File: src/hdl/sgi_pkg.sv
// shared constants, codes and controller/datapath interface types for the gain interpolator
package sgi_pkg;

  localparam int FRAC_BITS      = 8;
  localparam int MAX_POINTS_DEF = 8;

  localparam int SPEED_W  = 16;
  localparam int GAIN_W   = 16;
  localparam int STATUS_W = 2;
  localparam int PTS_W    = 4;
  localparam int SLOT_W   = 3;

  localparam int IN_TDATA_W  = 56;
  localparam int OUT_TDATA_W = 24;

  localparam int CFG_IDX_W  = 1;
  localparam int CFG_DATA_W = 16;

  localparam logic [CFG_IDX_W-1:0] REG_POINTS_IN_USE = 1'b0;
  localparam logic [CFG_IDX_W-1:0] REG_CUTOFF_SPEED  = 1'b1;

  localparam logic [PTS_W-1:0]   POINTS_RESET = 4'd2;
  localparam logic [SPEED_W-1:0] CUTOFF_RESET = SPEED_W'(1 << (FRAC_BITS - 1));

  localparam logic CMD_LOAD = 1'b0;
  localparam logic CMD_EVAL = 1'b1;

  localparam logic [STATUS_W-1:0] ST_OK       = 2'd0;
  localparam logic [STATUS_W-1:0] ST_SAT      = 2'd1;
  localparam logic [STATUS_W-1:0] ST_ZERO_SEG = 2'd2;

  // product of two 17-bit differences, magnitude below 2^32
  localparam int PROD_W     = 34;
  localparam int MAG_W      = 32;
  localparam int DIV_STEPS  = 2;
  localparam int DIV_CYCLES = MAG_W / DIV_STEPS;
  localparam int DIV_CNT_W  = $clog2(DIV_CYCLES);

  typedef struct packed {
    logic start;
    logic idx_inc;
    logic lo_load;
    logic hi_load;
    logic mul_go;
    logic prep_go;
    logic div_step;
    logic acc_go;
    logic sat_go;
    logic res_zero;
    logic res_seg;
    logic out_load;
  } sgi_cmd_t;

  typedef struct packed {
    logic below;
    logic found;
    logic last;
    logic dv_zero;
    logic out_free;
  } sgi_sts_t;

endpackage

File: src/hdl/sgi_ctrl.sv
// sequencing state machine: table scan, multiply, divide, saturate, hand-off
module sgi_ctrl (
  input  logic             clk,
  input  logic             rst_n,
  input  logic             in_valid,
  input  logic             in_cmd,
  output logic             in_ready,
  input  sgi_pkg::sgi_sts_t sts,
  output sgi_pkg::sgi_cmd_t cmd
);

  localparam logic [3:0] S_IDLE  = 4'd0;
  localparam logic [3:0] S_FIRST = 4'd1;
  localparam logic [3:0] S_SCAN  = 4'd2;
  localparam logic [3:0] S_MUL   = 4'd3;
  localparam logic [3:0] S_PREP  = 4'd4;
  localparam logic [3:0] S_DIV   = 4'd5;
  localparam logic [3:0] S_ACC   = 4'd6;
  localparam logic [3:0] S_SAT   = 4'd7;
  localparam logic [3:0] S_DONE  = 4'd8;

  localparam logic [sgi_pkg::DIV_CNT_W-1:0] DIV_LAST =
    sgi_pkg::DIV_CNT_W'(sgi_pkg::DIV_CYCLES - 1);

  logic [3:0]                    state_r, state_nxt;
  logic [sgi_pkg::DIV_CNT_W-1:0] div_cnt_r, div_cnt_nxt;

  always_comb begin
    state_nxt   = state_r;
    div_cnt_nxt = div_cnt_r;
    cmd         = '0;
    in_ready    = 1'b0;
    unique case (state_r)
      S_IDLE: begin
        in_ready = 1'b1;
        if (in_valid && in_cmd == sgi_pkg::CMD_EVAL) begin
          cmd.start = 1'b1;
          state_nxt = S_FIRST;
        end
      end
      S_FIRST: begin
        if (sts.below) begin
          cmd.res_zero = 1'b1;
          state_nxt    = S_DONE;
        end else begin
          cmd.lo_load = 1'b1;
          cmd.idx_inc = 1'b1;
          state_nxt   = S_SCAN;
        end
      end
      S_SCAN: begin
        if (sts.found || sts.last) begin
          cmd.hi_load = 1'b1;
          state_nxt   = S_MUL;
        end else begin
          cmd.lo_load = 1'b1;
          cmd.idx_inc = 1'b1;
        end
      end
      S_MUL: begin
        cmd.mul_go = 1'b1;
        state_nxt  = S_PREP;
      end
      S_PREP: begin
        if (sts.dv_zero) begin
          cmd.res_seg = 1'b1;
          state_nxt   = S_DONE;
        end else begin
          cmd.prep_go = 1'b1;
          div_cnt_nxt = '0;
          state_nxt   = S_DIV;
        end
      end
      S_DIV: begin
        cmd.div_step = 1'b1;
        div_cnt_nxt  = div_cnt_r + 1'b1;
        if (div_cnt_r == DIV_LAST) begin
          state_nxt = S_ACC;
        end
      end
      S_ACC: begin
        cmd.acc_go = 1'b1;
        state_nxt  = S_SAT;
      end
      S_SAT: begin
        cmd.sat_go = 1'b1;
        state_nxt  = S_DONE;
      end
      S_DONE: begin
        if (sts.out_free) begin
          cmd.out_load = 1'b1;
          state_nxt    = S_IDLE;
        end
      end
      default: begin
        state_nxt = S_IDLE;
      end
    endcase
  end

  always_ff @(posedge clk) begin
    if (!rst_n) begin
      state_r   <= S_IDLE;
      div_cnt_r <= '0;
    end else begin
      state_r   <= state_nxt;
      div_cnt_r <= div_cnt_nxt;
    end
  end

`ifndef SYNTH
  // result register only reloaded once the previous word has gone
  a_out_load_free: assert property (@(posedge clk) disable iff (!rst_n)
    cmd.out_load |-> sts.out_free)
    else $error("result loaded over a pending word");

  // an accepted evaluate word always starts with the first table entry
  a_start_first: assert property (@(posedge clk) disable iff (!rst_n)
    (in_valid && in_ready && in_cmd == sgi_pkg::CMD_EVAL) |=> state_r == S_FIRST)
    else $error("evaluate did not start the scan");

  // divider runs its full count before the accumulate step
  a_div_len: assert property (@(posedge clk) disable iff (!rst_n)
    (state_r == S_DIV && div_cnt_r == DIV_LAST) |=> state_r == S_ACC)
    else $error("divider count overrun");

  // at most one writer of the segment and result registers per cycle
  a_one_writer: assert property (@(posedge clk) disable iff (!rst_n)
    $onehot0({cmd.lo_load, cmd.hi_load, cmd.res_zero, cmd.res_seg, cmd.sat_go}))
    else $error("conflicting datapath loads");
`endif

endmodule

File: src/hdl/sgi_dpath.sv
// datapath: breakpoint memory, config registers, multiplier, radix-4 divider, saturation
module sgi_dpath #(
  parameter int MAX_POINTS = sgi_pkg::MAX_POINTS_DEF
) (
  input  logic                                clk,
  input  logic                                rst_n,
  input  logic                                cfg_we,
  input  logic [sgi_pkg::CFG_IDX_W-1:0]       cfg_index,
  input  logic [sgi_pkg::CFG_DATA_W-1:0]      cfg_data,
  input  logic                                in_fire,
  input  logic                                in_cmd,
  input  logic [sgi_pkg::SLOT_W-1:0]          in_point_index,
  input  logic [sgi_pkg::SPEED_W-1:0]         in_point_speed,
  input  logic signed [sgi_pkg::GAIN_W-1:0]   in_point_gain,
  input  logic [sgi_pkg::SPEED_W-1:0]         in_speed,
  input  sgi_pkg::sgi_cmd_t                   cmd,
  output sgi_pkg::sgi_sts_t                   sts,
  input  logic                                out_tready,
  output logic                                out_valid,
  output logic signed [sgi_pkg::GAIN_W-1:0]   out_gain,
  output logic [sgi_pkg::STATUS_W-1:0]        out_status
);

  localparam int IDX_W  = $clog2(MAX_POINTS);
  localparam int SW     = sgi_pkg::SPEED_W;
  localparam int GW     = sgi_pkg::GAIN_W;
  localparam int PW     = sgi_pkg::PROD_W;
  localparam int MW     = sgi_pkg::MAG_W;

  // configuration
  logic [sgi_pkg::PTS_W-1:0] points_r;
  logic [SW-1:0]             cutoff_r;

  // breakpoint memory, one read port with registered data
  logic [SW-1:0]        mem_speed [MAX_POINTS];
  logic signed [GW-1:0] mem_gain  [MAX_POINTS];
  logic [IDX_W-1:0]     rd_idx_r, rd_next;
  logic [SW-1:0]        rd_speed_r;
  logic signed [GW-1:0] rd_gain_r;
  logic [IDX_W-1:0]     wr_addr;
  logic                 load_we;
  logic [IDX_W-1:0]     last_idx;

  // segment and arithmetic registers
  logic [SW-1:0]        s_r, lo_speed_r, hi_speed_r;
  logic signed [GW-1:0] lo_gain_r, hi_gain_r;
  logic signed [SW:0]   df_w, ds_w, dv_w;
  logic signed [PW-1:0] prod_r, prod_neg_w;
  logic signed [SW:0]   dv_r, dv_neg_w;
  logic [MW-1:0]        q_r, q_w;
  logic [SW-1:0]        rem_r, rem_w, den_r;
  logic [SW:0]          trial_w;
  logic                 neg_r;
  logic signed [PW-1:0] qs_w, acc_r;

  // result and output registers
  logic signed [GW-1:0]           res_gain_r, out_gain_r;
  logic [sgi_pkg::STATUS_W-1:0]   res_status_r, out_status_r;
  logic                           out_valid_r;

  always_ff @(posedge clk) begin
    if (!rst_n) begin
      points_r <= sgi_pkg::POINTS_RESET;
      cutoff_r <= sgi_pkg::CUTOFF_RESET;
    end else if (cfg_we) begin
      unique case (cfg_index)
        sgi_pkg::REG_POINTS_IN_USE: points_r <= cfg_data[sgi_pkg::PTS_W-1:0];
        sgi_pkg::REG_CUTOFF_SPEED:  cutoff_r <= cfg_data[SW-1:0];
        default: ;
      endcase
    end
  end

  // slots beyond the table are dropped
  assign wr_addr = IDX_W'(in_point_index);
  assign load_we = in_fire && (in_cmd == sgi_pkg::CMD_LOAD) &&
                   (int'(in_point_index) < MAX_POINTS);

  always_comb begin
    if (cmd.start) begin
      rd_next = '0;
    end else if (cmd.idx_inc) begin
      rd_next = IDX_W'(rd_idx_r + 1'b1);
    end else begin
      rd_next = rd_idx_r;
    end
  end

  always_ff @(posedge clk) begin
    if (load_we) begin
      mem_speed[wr_addr] <= in_point_speed;
      mem_gain[wr_addr]  <= in_point_gain;
    end
    rd_speed_r <= mem_speed[rd_next];
    rd_gain_r  <= mem_gain[rd_next];
  end

  always_ff @(posedge clk) begin
    if (!rst_n) begin
      rd_idx_r <= '0;
    end else begin
      rd_idx_r <= rd_next;
    end
  end

  // index of the last point in use, clamped to the table
  always_comb begin
    if (points_r < 4'd2) begin
      last_idx = IDX_W'(1);
    end else if (int'(points_r) > MAX_POINTS) begin
      last_idx = IDX_W'(MAX_POINTS - 1);
    end else begin
      last_idx = IDX_W'(points_r - 4'd1);
    end
  end

  assign sts.below    = (s_r < cutoff_r) || (s_r < rd_speed_r);
  assign sts.found    = (s_r >= lo_speed_r) && (s_r < rd_speed_r);
  assign sts.last     = (rd_idx_r == last_idx);
  assign sts.dv_zero  = (hi_speed_r == lo_speed_r);
  assign sts.out_free = !out_valid_r || out_tready;

  assign df_w = $signed({hi_gain_r[GW-1], hi_gain_r}) - $signed({lo_gain_r[GW-1], lo_gain_r});
  assign ds_w = $signed({1'b0, s_r}) - $signed({1'b0, lo_speed_r});
  assign dv_w = $signed({1'b0, hi_speed_r}) - $signed({1'b0, lo_speed_r});

  assign prod_neg_w = -prod_r;
  assign dv_neg_w   = -dv_r;

  // two restoring steps per cycle
  always_comb begin
    rem_w   = rem_r;
    q_w     = q_r;
    trial_w = '0;
    for (int j = 0; j < sgi_pkg::DIV_STEPS; j++) begin
      trial_w = {rem_w, q_w[MW-1]};
      q_w     = {q_w[MW-2:0], 1'b0};
      if (trial_w >= {1'b0, den_r}) begin
        trial_w = trial_w - {1'b0, den_r};
        q_w[0]  = 1'b1;
      end
      rem_w = trial_w[SW-1:0];
    end
  end

  assign qs_w = neg_r ? -$signed({{(PW-MW){1'b0}}, q_r}) : $signed({{(PW-MW){1'b0}}, q_r});

  always_ff @(posedge clk) begin
    if (cmd.start) begin
      s_r <= in_speed;
    end
    if (cmd.lo_load) begin
      lo_speed_r <= rd_speed_r;
      lo_gain_r  <= rd_gain_r;
    end
    if (cmd.hi_load) begin
      hi_speed_r <= rd_speed_r;
      hi_gain_r  <= rd_gain_r;
    end
    if (cmd.mul_go) begin
      prod_r <= PW'(df_w) * PW'(ds_w);
      dv_r   <= dv_w;
    end
    if (cmd.prep_go) begin
      q_r   <= prod_r[PW-1] ? prod_neg_w[MW-1:0] : prod_r[MW-1:0];
      den_r <= dv_r[SW] ? dv_neg_w[SW-1:0] : dv_r[SW-1:0];
      neg_r <= prod_r[PW-1] ^ dv_r[SW];
      rem_r <= '0;
    end else if (cmd.div_step) begin
      q_r   <= q_w;
      rem_r <= rem_w;
    end
    if (cmd.acc_go) begin
      acc_r <= $signed({{(PW-GW){lo_gain_r[GW-1]}}, lo_gain_r}) + qs_w;
    end
    if (cmd.res_zero) begin
      res_gain_r   <= '0;
      res_status_r <= sgi_pkg::ST_OK;
    end else if (cmd.res_seg) begin
      res_gain_r   <= lo_gain_r;
      res_status_r <= sgi_pkg::ST_ZERO_SEG;
    end else if (cmd.sat_go) begin
      if (acc_r > 34'sd32767) begin
        res_gain_r   <= 16'sh7fff;
        res_status_r <= sgi_pkg::ST_SAT;
      end else if (acc_r < -34'sd32768) begin
        res_gain_r   <= 16'sh8000;
        res_status_r <= sgi_pkg::ST_SAT;
      end else begin
        res_gain_r   <= acc_r[GW-1:0];
        res_status_r <= sgi_pkg::ST_OK;
      end
    end
    if (cmd.out_load) begin
      out_gain_r   <= res_gain_r;
      out_status_r <= res_status_r;
    end
  end

  always_ff @(posedge clk) begin
    if (!rst_n) begin
      out_valid_r <= 1'b0;
    end else if (cmd.out_load) begin
      out_valid_r <= 1'b1;
    end else if (out_tready) begin
      out_valid_r <= 1'b0;
    end
  end

  assign out_valid  = out_valid_r;
  assign out_gain   = out_gain_r;
  assign out_status = out_status_r;

endmodule

File: src/hdl/speed_gain_interpolator_unit.sv
// speed to gain piecewise-linear interpolator, top level
// timing: a load word is written in its accept cycle; an evaluate word gives its result
//   from S_DONE, via the table scan and arithmetic states unless below cutoff or first point
// throughput: one word in flight; loads every cycle while idle, an evaluate holds off new words
//   until handed off, after the serial table scan, the radix-4 divider and any out_tready stall
// reset: rst_n synchronous, active low; clears control, output valid and config registers,
//   breakpoint table is not cleared
module speed_gain_interpolator_unit #(
  parameter int MAX_POINTS = sgi_pkg::MAX_POINTS_DEF
) (
  input  logic                               clk,
  input  logic                               rst_n,
  // input words
  input  logic                               in_tvalid,
  output logic                               in_tready,
  // cmd [0], point_index [3:1], point_speed [19:4], point_gain [35:20], speed [51:36]
  input  logic [sgi_pkg::IN_TDATA_W-1:0]     in_tdata,
  // result words
  output logic                               out_tvalid,
  input  logic                               out_tready,
  // gain [15:0], status [17:16]
  output logic [sgi_pkg::OUT_TDATA_W-1:0]    out_tdata,
  // register writes: 0 points_in_use, 1 cutoff_speed
  input  logic                               cfg_we,
  input  logic [sgi_pkg::CFG_IDX_W-1:0]      cfg_index,
  input  logic [sgi_pkg::CFG_DATA_W-1:0]     cfg_data
);

  sgi_pkg::sgi_cmd_t cmd;
  sgi_pkg::sgi_sts_t sts;

  // unpacked input fields
  logic                                     in_cmd;
  logic [sgi_pkg::SLOT_W-1:0]               in_point_index;
  logic [sgi_pkg::SPEED_W-1:0]              in_point_speed;
  logic signed [sgi_pkg::GAIN_W-1:0]        in_point_gain;
  logic [sgi_pkg::SPEED_W-1:0]              in_speed;
  logic                                     in_fire;
  logic signed [sgi_pkg::GAIN_W-1:0]        out_gain;
  logic [sgi_pkg::STATUS_W-1:0]             out_status;

  assign in_cmd         = in_tdata[0];
  assign in_point_index = in_tdata[3:1];
  assign in_point_speed = in_tdata[19:4];
  assign in_point_gain  = in_tdata[35:20];
  assign in_speed       = in_tdata[51:36];
  assign in_fire        = in_tvalid && in_tready;

  // the controller owns the handshake, the datapath owns all values
  sgi_ctrl u_ctrl (
    .clk      (clk),
    .rst_n    (rst_n),
    .in_valid (in_tvalid),
    .in_cmd   (in_cmd),
    .in_ready (in_tready),
    .sts      (sts),
    .cmd      (cmd)
  );

  sgi_dpath #(
    .MAX_POINTS (MAX_POINTS)
  ) u_dpath (
    .clk            (clk),
    .rst_n          (rst_n),
    .cfg_we         (cfg_we),
    .cfg_index      (cfg_index),
    .cfg_data       (cfg_data),
    .in_fire        (in_fire),
    .in_cmd         (in_cmd),
    .in_point_index (in_point_index),
    .in_point_speed (in_point_speed),
    .in_point_gain  (in_point_gain),
    .in_speed       (in_speed),
    .cmd            (cmd),
    .sts            (sts),
    .out_tready     (out_tready),
    .out_valid      (out_tvalid),
    .out_gain       (out_gain),
    .out_status     (out_status)
  );

  // pad to whole bytes
  assign out_tdata = {6'b0, out_status, out_gain};

endmodule
File: config.mk
export PLATFORM = sky130hd
export DESIGN_NAME = speed_gain_interpolator_unit
export DESIGN_NICKNAME = d
export VERILOG_FILES = /design/src/hdl/sgi_pkg.sv /design/src/hdl/sgi_ctrl.sv /design/src/hdl/sgi_dpath.sv /design/src/hdl/speed_gain_interpolator_unit.sv
export SDC_FILE = /design/constraint.sdc
export NUM_CORES = 2
export LEC_CHECK = 0
export BUFFER_PORTS_ARGS = -buffer_cell sky130_fd_sc_hd__buf_2
export CORE_ASPECT_RATIO = 1.5
export CORE_MARGIN = 3
export CORE_UTILIZATION = 49
export DETAILED_ROUTE_END_ITERATION = 7
export PLACE_DENSITY = 0.73
export SYNTH_ARGS = -nofsm -noshare
export SYNTH_HDL_FRONTEND = slang
export SYNTH_HIERARCHICAL = 1
export SYNTH_SLANG_ARGS = --single-unit
File: constraint.sdc
create_clock -name clk -period 12.95 [get_ports clk]
set_clock_uncertainty 0.05 [all_clocks]
set_input_delay 2.59 -clock clk [delete_from_list [all_inputs] [get_ports clk]]
set_output_delay 2.59 -clock clk [all_outputs]
set_load 0.05 [all_outputs]
# After elaboration in Yosys (flattened, before gate mapping)
# Memory sizes are Yosys's and may differ from the RTL's. A register that Yosys moved wholly into a read port is not among the register bits.
# Cells that the tools add are included.
# classes
add_sub_neg	12
mul	1
magnitude_cmp	9
eq_ne	16
n_mux	54
bitwise_logic	3
n_reduce_logical	18
# op_table
cell	count
16-bit two-way mux	7
32-bit two-way mux	3
16-bit by 16-bit subtractor with 17-bit output	3
4-bit one-hot mux with 9 select lines	1
16-bit by 34-bit adder with 34-bit output	1
17-bit by 16-bit >= comparator with 1-bit output	2
34-bit by 16-bit > comparator with 1-bit output (second input constant)	1
34-bit by 16-bit less-than comparator with 1-bit output (second input constant)	1
17-bit by 17-bit multiplier with 34-bit output	1
34-bit two-way mux	1
32-bit negation with 34-bit output	1
16-bit less-than comparator	2
32-bit negation	1
16-bit subtractor	2
4-bit two-way mux	7
1-bit two-way mux	24
16-bit == test	1
4-bit by 3-bit == test with 1-bit output (second input constant)	4
16-bit >= comparator	1
16-bit negation	1
3-bit two-way mux	4
2-bit two-way mux	5
4-bit by 2-bit == test with 1-bit output (second input constant)	2
4-bit == test (second input constant)	2
other kinds (21)	35
# totals
reg_bits	298
mem_bits_rw	256
in_bits	78
output_inout_bits	26
word_cells	138
mem_count	2
# mem_list
memory	words	word_bits	read_ports	rd_ports_with_merged_regs	wr	line	source
u_dpath.mem_gain	8	16	1	1	1	sgi_dpath.sv:36	logic signed [GW-1:0] mem_gain [MAX_POINTS];
u_dpath.mem_speed	8	16	1	1	1	sgi_dpath.sv:35	logic [SW-1:0] mem_speed [MAX_POINTS];

# Longest topological paths before layout
# logic_depth
ltp_word	9
ltp_mapped	34
ltp_nobuf	34

# Modules after synthesis
# Netlist, hierarchy kept.
# modules_own_cells
mod	n_inst	cells_each	area_per_inst_um2	seq_area_each_um2
sgi_dpath	1	3346	38563.2	16425.8
sgi_ctrl	1	72	559.3	160.2
speed_gain_interpolator_unit	1	8	55.1	0.0

# Worst setup path after synthesis
# OpenSTA, ideal clock, no wires.
# synth_timing
path_kind	flip-flop to flip-flop
startpoint	register u_dpath.hi_gain_r[0]
endpoint	register u_dpath.prod_r[31], data pin
setup_time_ns	0.135
arrival_time_ns	8.555
t_required_ns	12.765
setup_slack_ns	4.210
path_stages_with_launch	31
n_path_buf	1
period_less_slack_ns	8.740
cell_sequence	edfxtp_1 inv_1 ha_1 inv_1 fa_1 a21o_1 a21oi_1 nor2_1 a211oi_1 nand2_1 nand3_1 a31oi_1 a31oi_1 clkbuf_1 nand2_1 fa_1 inv_1 fa_1 inv_1 fa_1 fa_1 fa_1 fa_1 inv_1 ha_1 nor2b_1 nor4_1 a211o_1 o21ai_0 or4b_2 nand3_1
# synth_via
elab_chain_cells	2
# synth_rtl
element	line	source
start, declared	sgi_dpath.sv:46	logic signed [GW-1:0] lo_gain_r, hi_gain_r;
start signal, assigned	sgi_dpath.sv:158	hi_gain_r <= rd_gain_r;
16-bit by 16-bit subtractor with 17-bit output	sgi_dpath.sv:123	assign df_w = $signed({hi_gain_r[GW-1], hi_gain_r}) - $signed({lo_gain_r[GW-1], lo_gain_r});
17-bit by 17-bit multiplier with 34-bit output	sgi_dpath.sv:161	prod_r <= PW'(df_w) * PW'(ds_w);
end signal, assigned	sgi_dpath.sv:161	
end, declared	sgi_dpath.sv:48	logic signed [PW-1:0] prod_r, prod_neg_w;
# No other way between the ends.
# A chain may end at the register's enable or synchronous reset.

# Final worst setup path
# layout_timing
startpoint	register u_dpath.lo_gain_r[1]
endpoint	register u_dpath.prod_r[31], data pin
# layout_via
elab_chain_cells	2
# layout_rtl
element	line	source
start, declared	sgi_dpath.sv:46	
start signal, assigned	sgi_dpath.sv:154	lo_gain_r <= rd_gain_r;
16-bit by 16-bit subtractor with 17-bit output	sgi_dpath.sv:123	
17-bit by 17-bit multiplier with 34-bit output	sgi_dpath.sv:161	
# No other way between the ends.

==> results.md <==
* Synth area leaders: edfxtp_1 (37%), fa_1 (15%), ha_1 (7.5%)
* GR Util met1 at 24.94%
* Post-synth cell types at 84
* Slowest stage cell on the critical path: a2111oi_0
* Hpwl dp at 69570 um
* Filler instances at 6517
* CP max FO at 6
* Post-synth EDFFs at 487
* Reg clk slew, reported paths at 0.07 ns
* Design Area, Final at 0.04296 mm2
* Layout cells sized above 1 at 11.23%
* Final wirelength at 91650 um
* Worst hold-check path type: reg -> reg
* # DRC at 0
* Die height at 352.3 um
* Yosys reg bits at 585
* TritonCTS clock tree: done
* I/O Buffers at 93
* Post-route minimum period at 10.19 ns
* Critical R2R Capture: u_dpath/prod_r[31]
* Final Hold Vio Count at 0
* Max_cap viols at 0
* Number of H-tree levels at 2
* DR iter-0 viols at 1672
* Placed cell areas at 0.04112 mm2
* Reg2Reg Launch Point: u_dpath/lo_gain_r[1]
* Ys Warns at 6
* FF-to-FF path depth at 31
* Fin cells at 4605
* CP Launch Type: flop
* Final period util at 78.69%
* Critical Path Sink: u_dpath/prod_r[31]
* Syn Std Cell Area at 0.03918 mm2
* Starting Density at 49.60%
* DIE AREA at 0.08345 mm2
* Total global-route track usage at 22.20%
* Final hold slack at 0.3799 ns
* CTS Buf Count at 53
* Final ANT Viol Nets at 0
* # resized after CTS at 0
* Buf+Inv Stages, Crit Path at 5
* WL/cell at 19.90 um
* Root Driver: clkbuf_16
* Global routing's busiest layer: met2
* Largest net degree at the start of global routing at 51
* Hold Crit Start: u_dpath/res_gain_r[15]
* Syn avg cell area at 11.44 um2
* Asr flop ratio synth at 0%
* Initial antenna violation count at 4
* Multi-input combinational cell area at 0.02067 mm2
* Unrepaired setup endpoints after global routing: false
* Critical path class: reg -> reg
* CTS sink cnt at 585
* Final Setup Violations at 0
* Final global-route overflow total at 0
* Fmax at 0.09813 GHz
* Cell mode on critical path: fa_1
* GR Util met2 at 40.74%
* Flop2flop setup slack at 2.76 ns
* Post-CTS setup buffer count at 0
* Total iterations of the first detailed-routing run at 5
* Number of placement rows at 126
* DR vias/cell at 5.628
* Cell count along the critical path at 31
* Cells after synthesis at 3426
* Post-route setup TNS at 0 ns
* Placer congestion estimate at 0.9349
* Met3 Resource Use GR at 2.605%
* Req. time, crit path at 13.40 ns
* Clk buf depth at 3
* Hold buffers post-CTS at 0
* Worst Path Arrival at 10.64 ns
* First-pass GRT wire length at 146100 um
* Synth top area share at 37.33%
* Core area at 0.07898 mm2
* Placed insts at 4503
* Worst-skew pair later-pin latency at 0.65 ns
* Vias at 25920
* Top cell type by total area after synthesis: edfxtp_1
* WHS Path Cells at 0
* Final Max Tran Viols at 0
* Slew HR at 13.69%
* Crit. End Element: flop
* Sequential cell area at 0.01659 mm2
* Sequential area share after synthesis at 42.34%
* Layout area overhead at 9.661%
* Crit-path max cell delay at 0.77 ns
* Cell family with most CP delay: adder cells
* Vias in the first global route at 27180
* Ports at 104
* Die W at 236.9 um
* Actual slew at the worst max-slew pin at 1.295 ns
* Status: completed
* CP startpoint: u_dpath/lo_gain_r[1]
* Final nets at 4149
* Top_reg_cell synth: edfxtp_1
-- routing by layer --
layer | part of all wire [%] | wire length [um]
met5 | 0.0076 | 7
met4 | 6.4 | 5896
met3 | 4.7 | 4285
met2 | 53 | 48470
met1 | 36 | 32990
-- worst register-to-register path: cells and delay by family, from the launching register on --
kind	cells	cell delay (ns)
buffers and inverters	5	0.30
and+or+nand+nor	8	2.22
DFF	1	0.44
xor gates and xnor gates	1	0.72
adders and majority gates	8	3.67
AOI/OAI and AO/OA	9	2.63
-- synthesized netlist by cell type (16+ instances only) --
cell type  count
nand4_1       20
a21boi_0      24
fa_1         302
nor4_1        20
or4_1         16
nand2b_1      33
xor2_1        74
inv_1        460
a211oi_1      22
or3_1         16
clkbuf_1      66
a21o_1        46
edfxtp_1     487
nor2_1       272
and2_1        30
o21a_1        27
o31ai_1       25
buf_1         17
o21ai_0      107
dfxtp_1       98
nor2b_1       33
mux2_2        41
mux4_2        64
and3_1        17
a22oi_1       18
ha_1         235
xnor2_1      137
nand2_1      297
nor3_1        40
a21oi_1      170
nand3_1       34
-- kinds of logic (layout without fill, tap and decap cells) --
| group | count (synthesis) | count (layout) | share of synthesized area, % |
|---|---|---|---|
| AO/OA/AOI/OAI | 542 | 542 | 8.968 |
| XOR/XNOR | 211 | 211 | 4.717 |
| adder cells (fa/ha/maj) | 537 | 537 | 22.94 |
| buffers and inverters | 557 | 705 | 5.442 |
| flip-flops | 585 | 585 | 42.34 |
| multiplexers | 119 | 119 | 5.215 |
| other | 1 | 8 | 0.009572 |
| AND/OR/NAND/NOR | 874 | 874 | 10.38 |
-- layout make-up --
cell class,count,area share [%]
clock inverters,34,0.9494
repair buffers,145,1.992
inverters,460,4.019
clock buffers,66,3.317
flip-flops and latches,585,38.61
diodes,2,0.01165
multi-input cells,2289,48.12
well taps,1024,2.982
-- cell usage in the layout (no fill, tap or decap), types with 34 or more instances in the layout --
cell type  count
edfxtp_1     487
inv_1        460
fa_1         302
nand2_1      297
nor2_1       262
ha_1         235
a21oi_1      169
xnor2_1      135
o21ai_0      106
dfxtp_1       98
buf_2         93
xor2_1        72
mux4_2        64
clkbuf_16     53
buf_4         52
a21o_1        46
mux2_2        41
nor3_1        35
nand3_1       34
-- worst min path at each step --
| stage | to |
|---|---|
| floorplan | u_dpath/out_gain[15] |
| CTS | u_dpath/lo_speed_r[14] |
| global route | u_dpath/hi_gain_r[0] |
| global placement | u_dpath/hi_gain_r[13] |
| finish | u_dpath/out_gain[15] |
| detailed placement | u_dpath/hi_gain_r[13] |
-- sequential cells by signal, indices dropped and copies added, names as in the netlist, 17 cells and up --
name               flops
u_dpath/dv_r          17
u_dpath/mem_gain     128
u_dpath/mem_speed    128
u_dpath/acc_r         34
u_dpath/prod_r        33
u_dpath/q_r           32
-- per-stage QoR --
stage | util (%) | setup WS [ns]
after floorplan | - | 4.210
after global placement | 52.06 | 3.027
after detailed placement | 52.06 | 2.852
after CTS | 54.38 | 2.841
after global routing | 54.39 | 2.208
final | 54.39 | 2.760
Power is left out: the tool's default activity adds up to more than one toggle a clock period on the data nets, which glitch-free logic cannot reach.
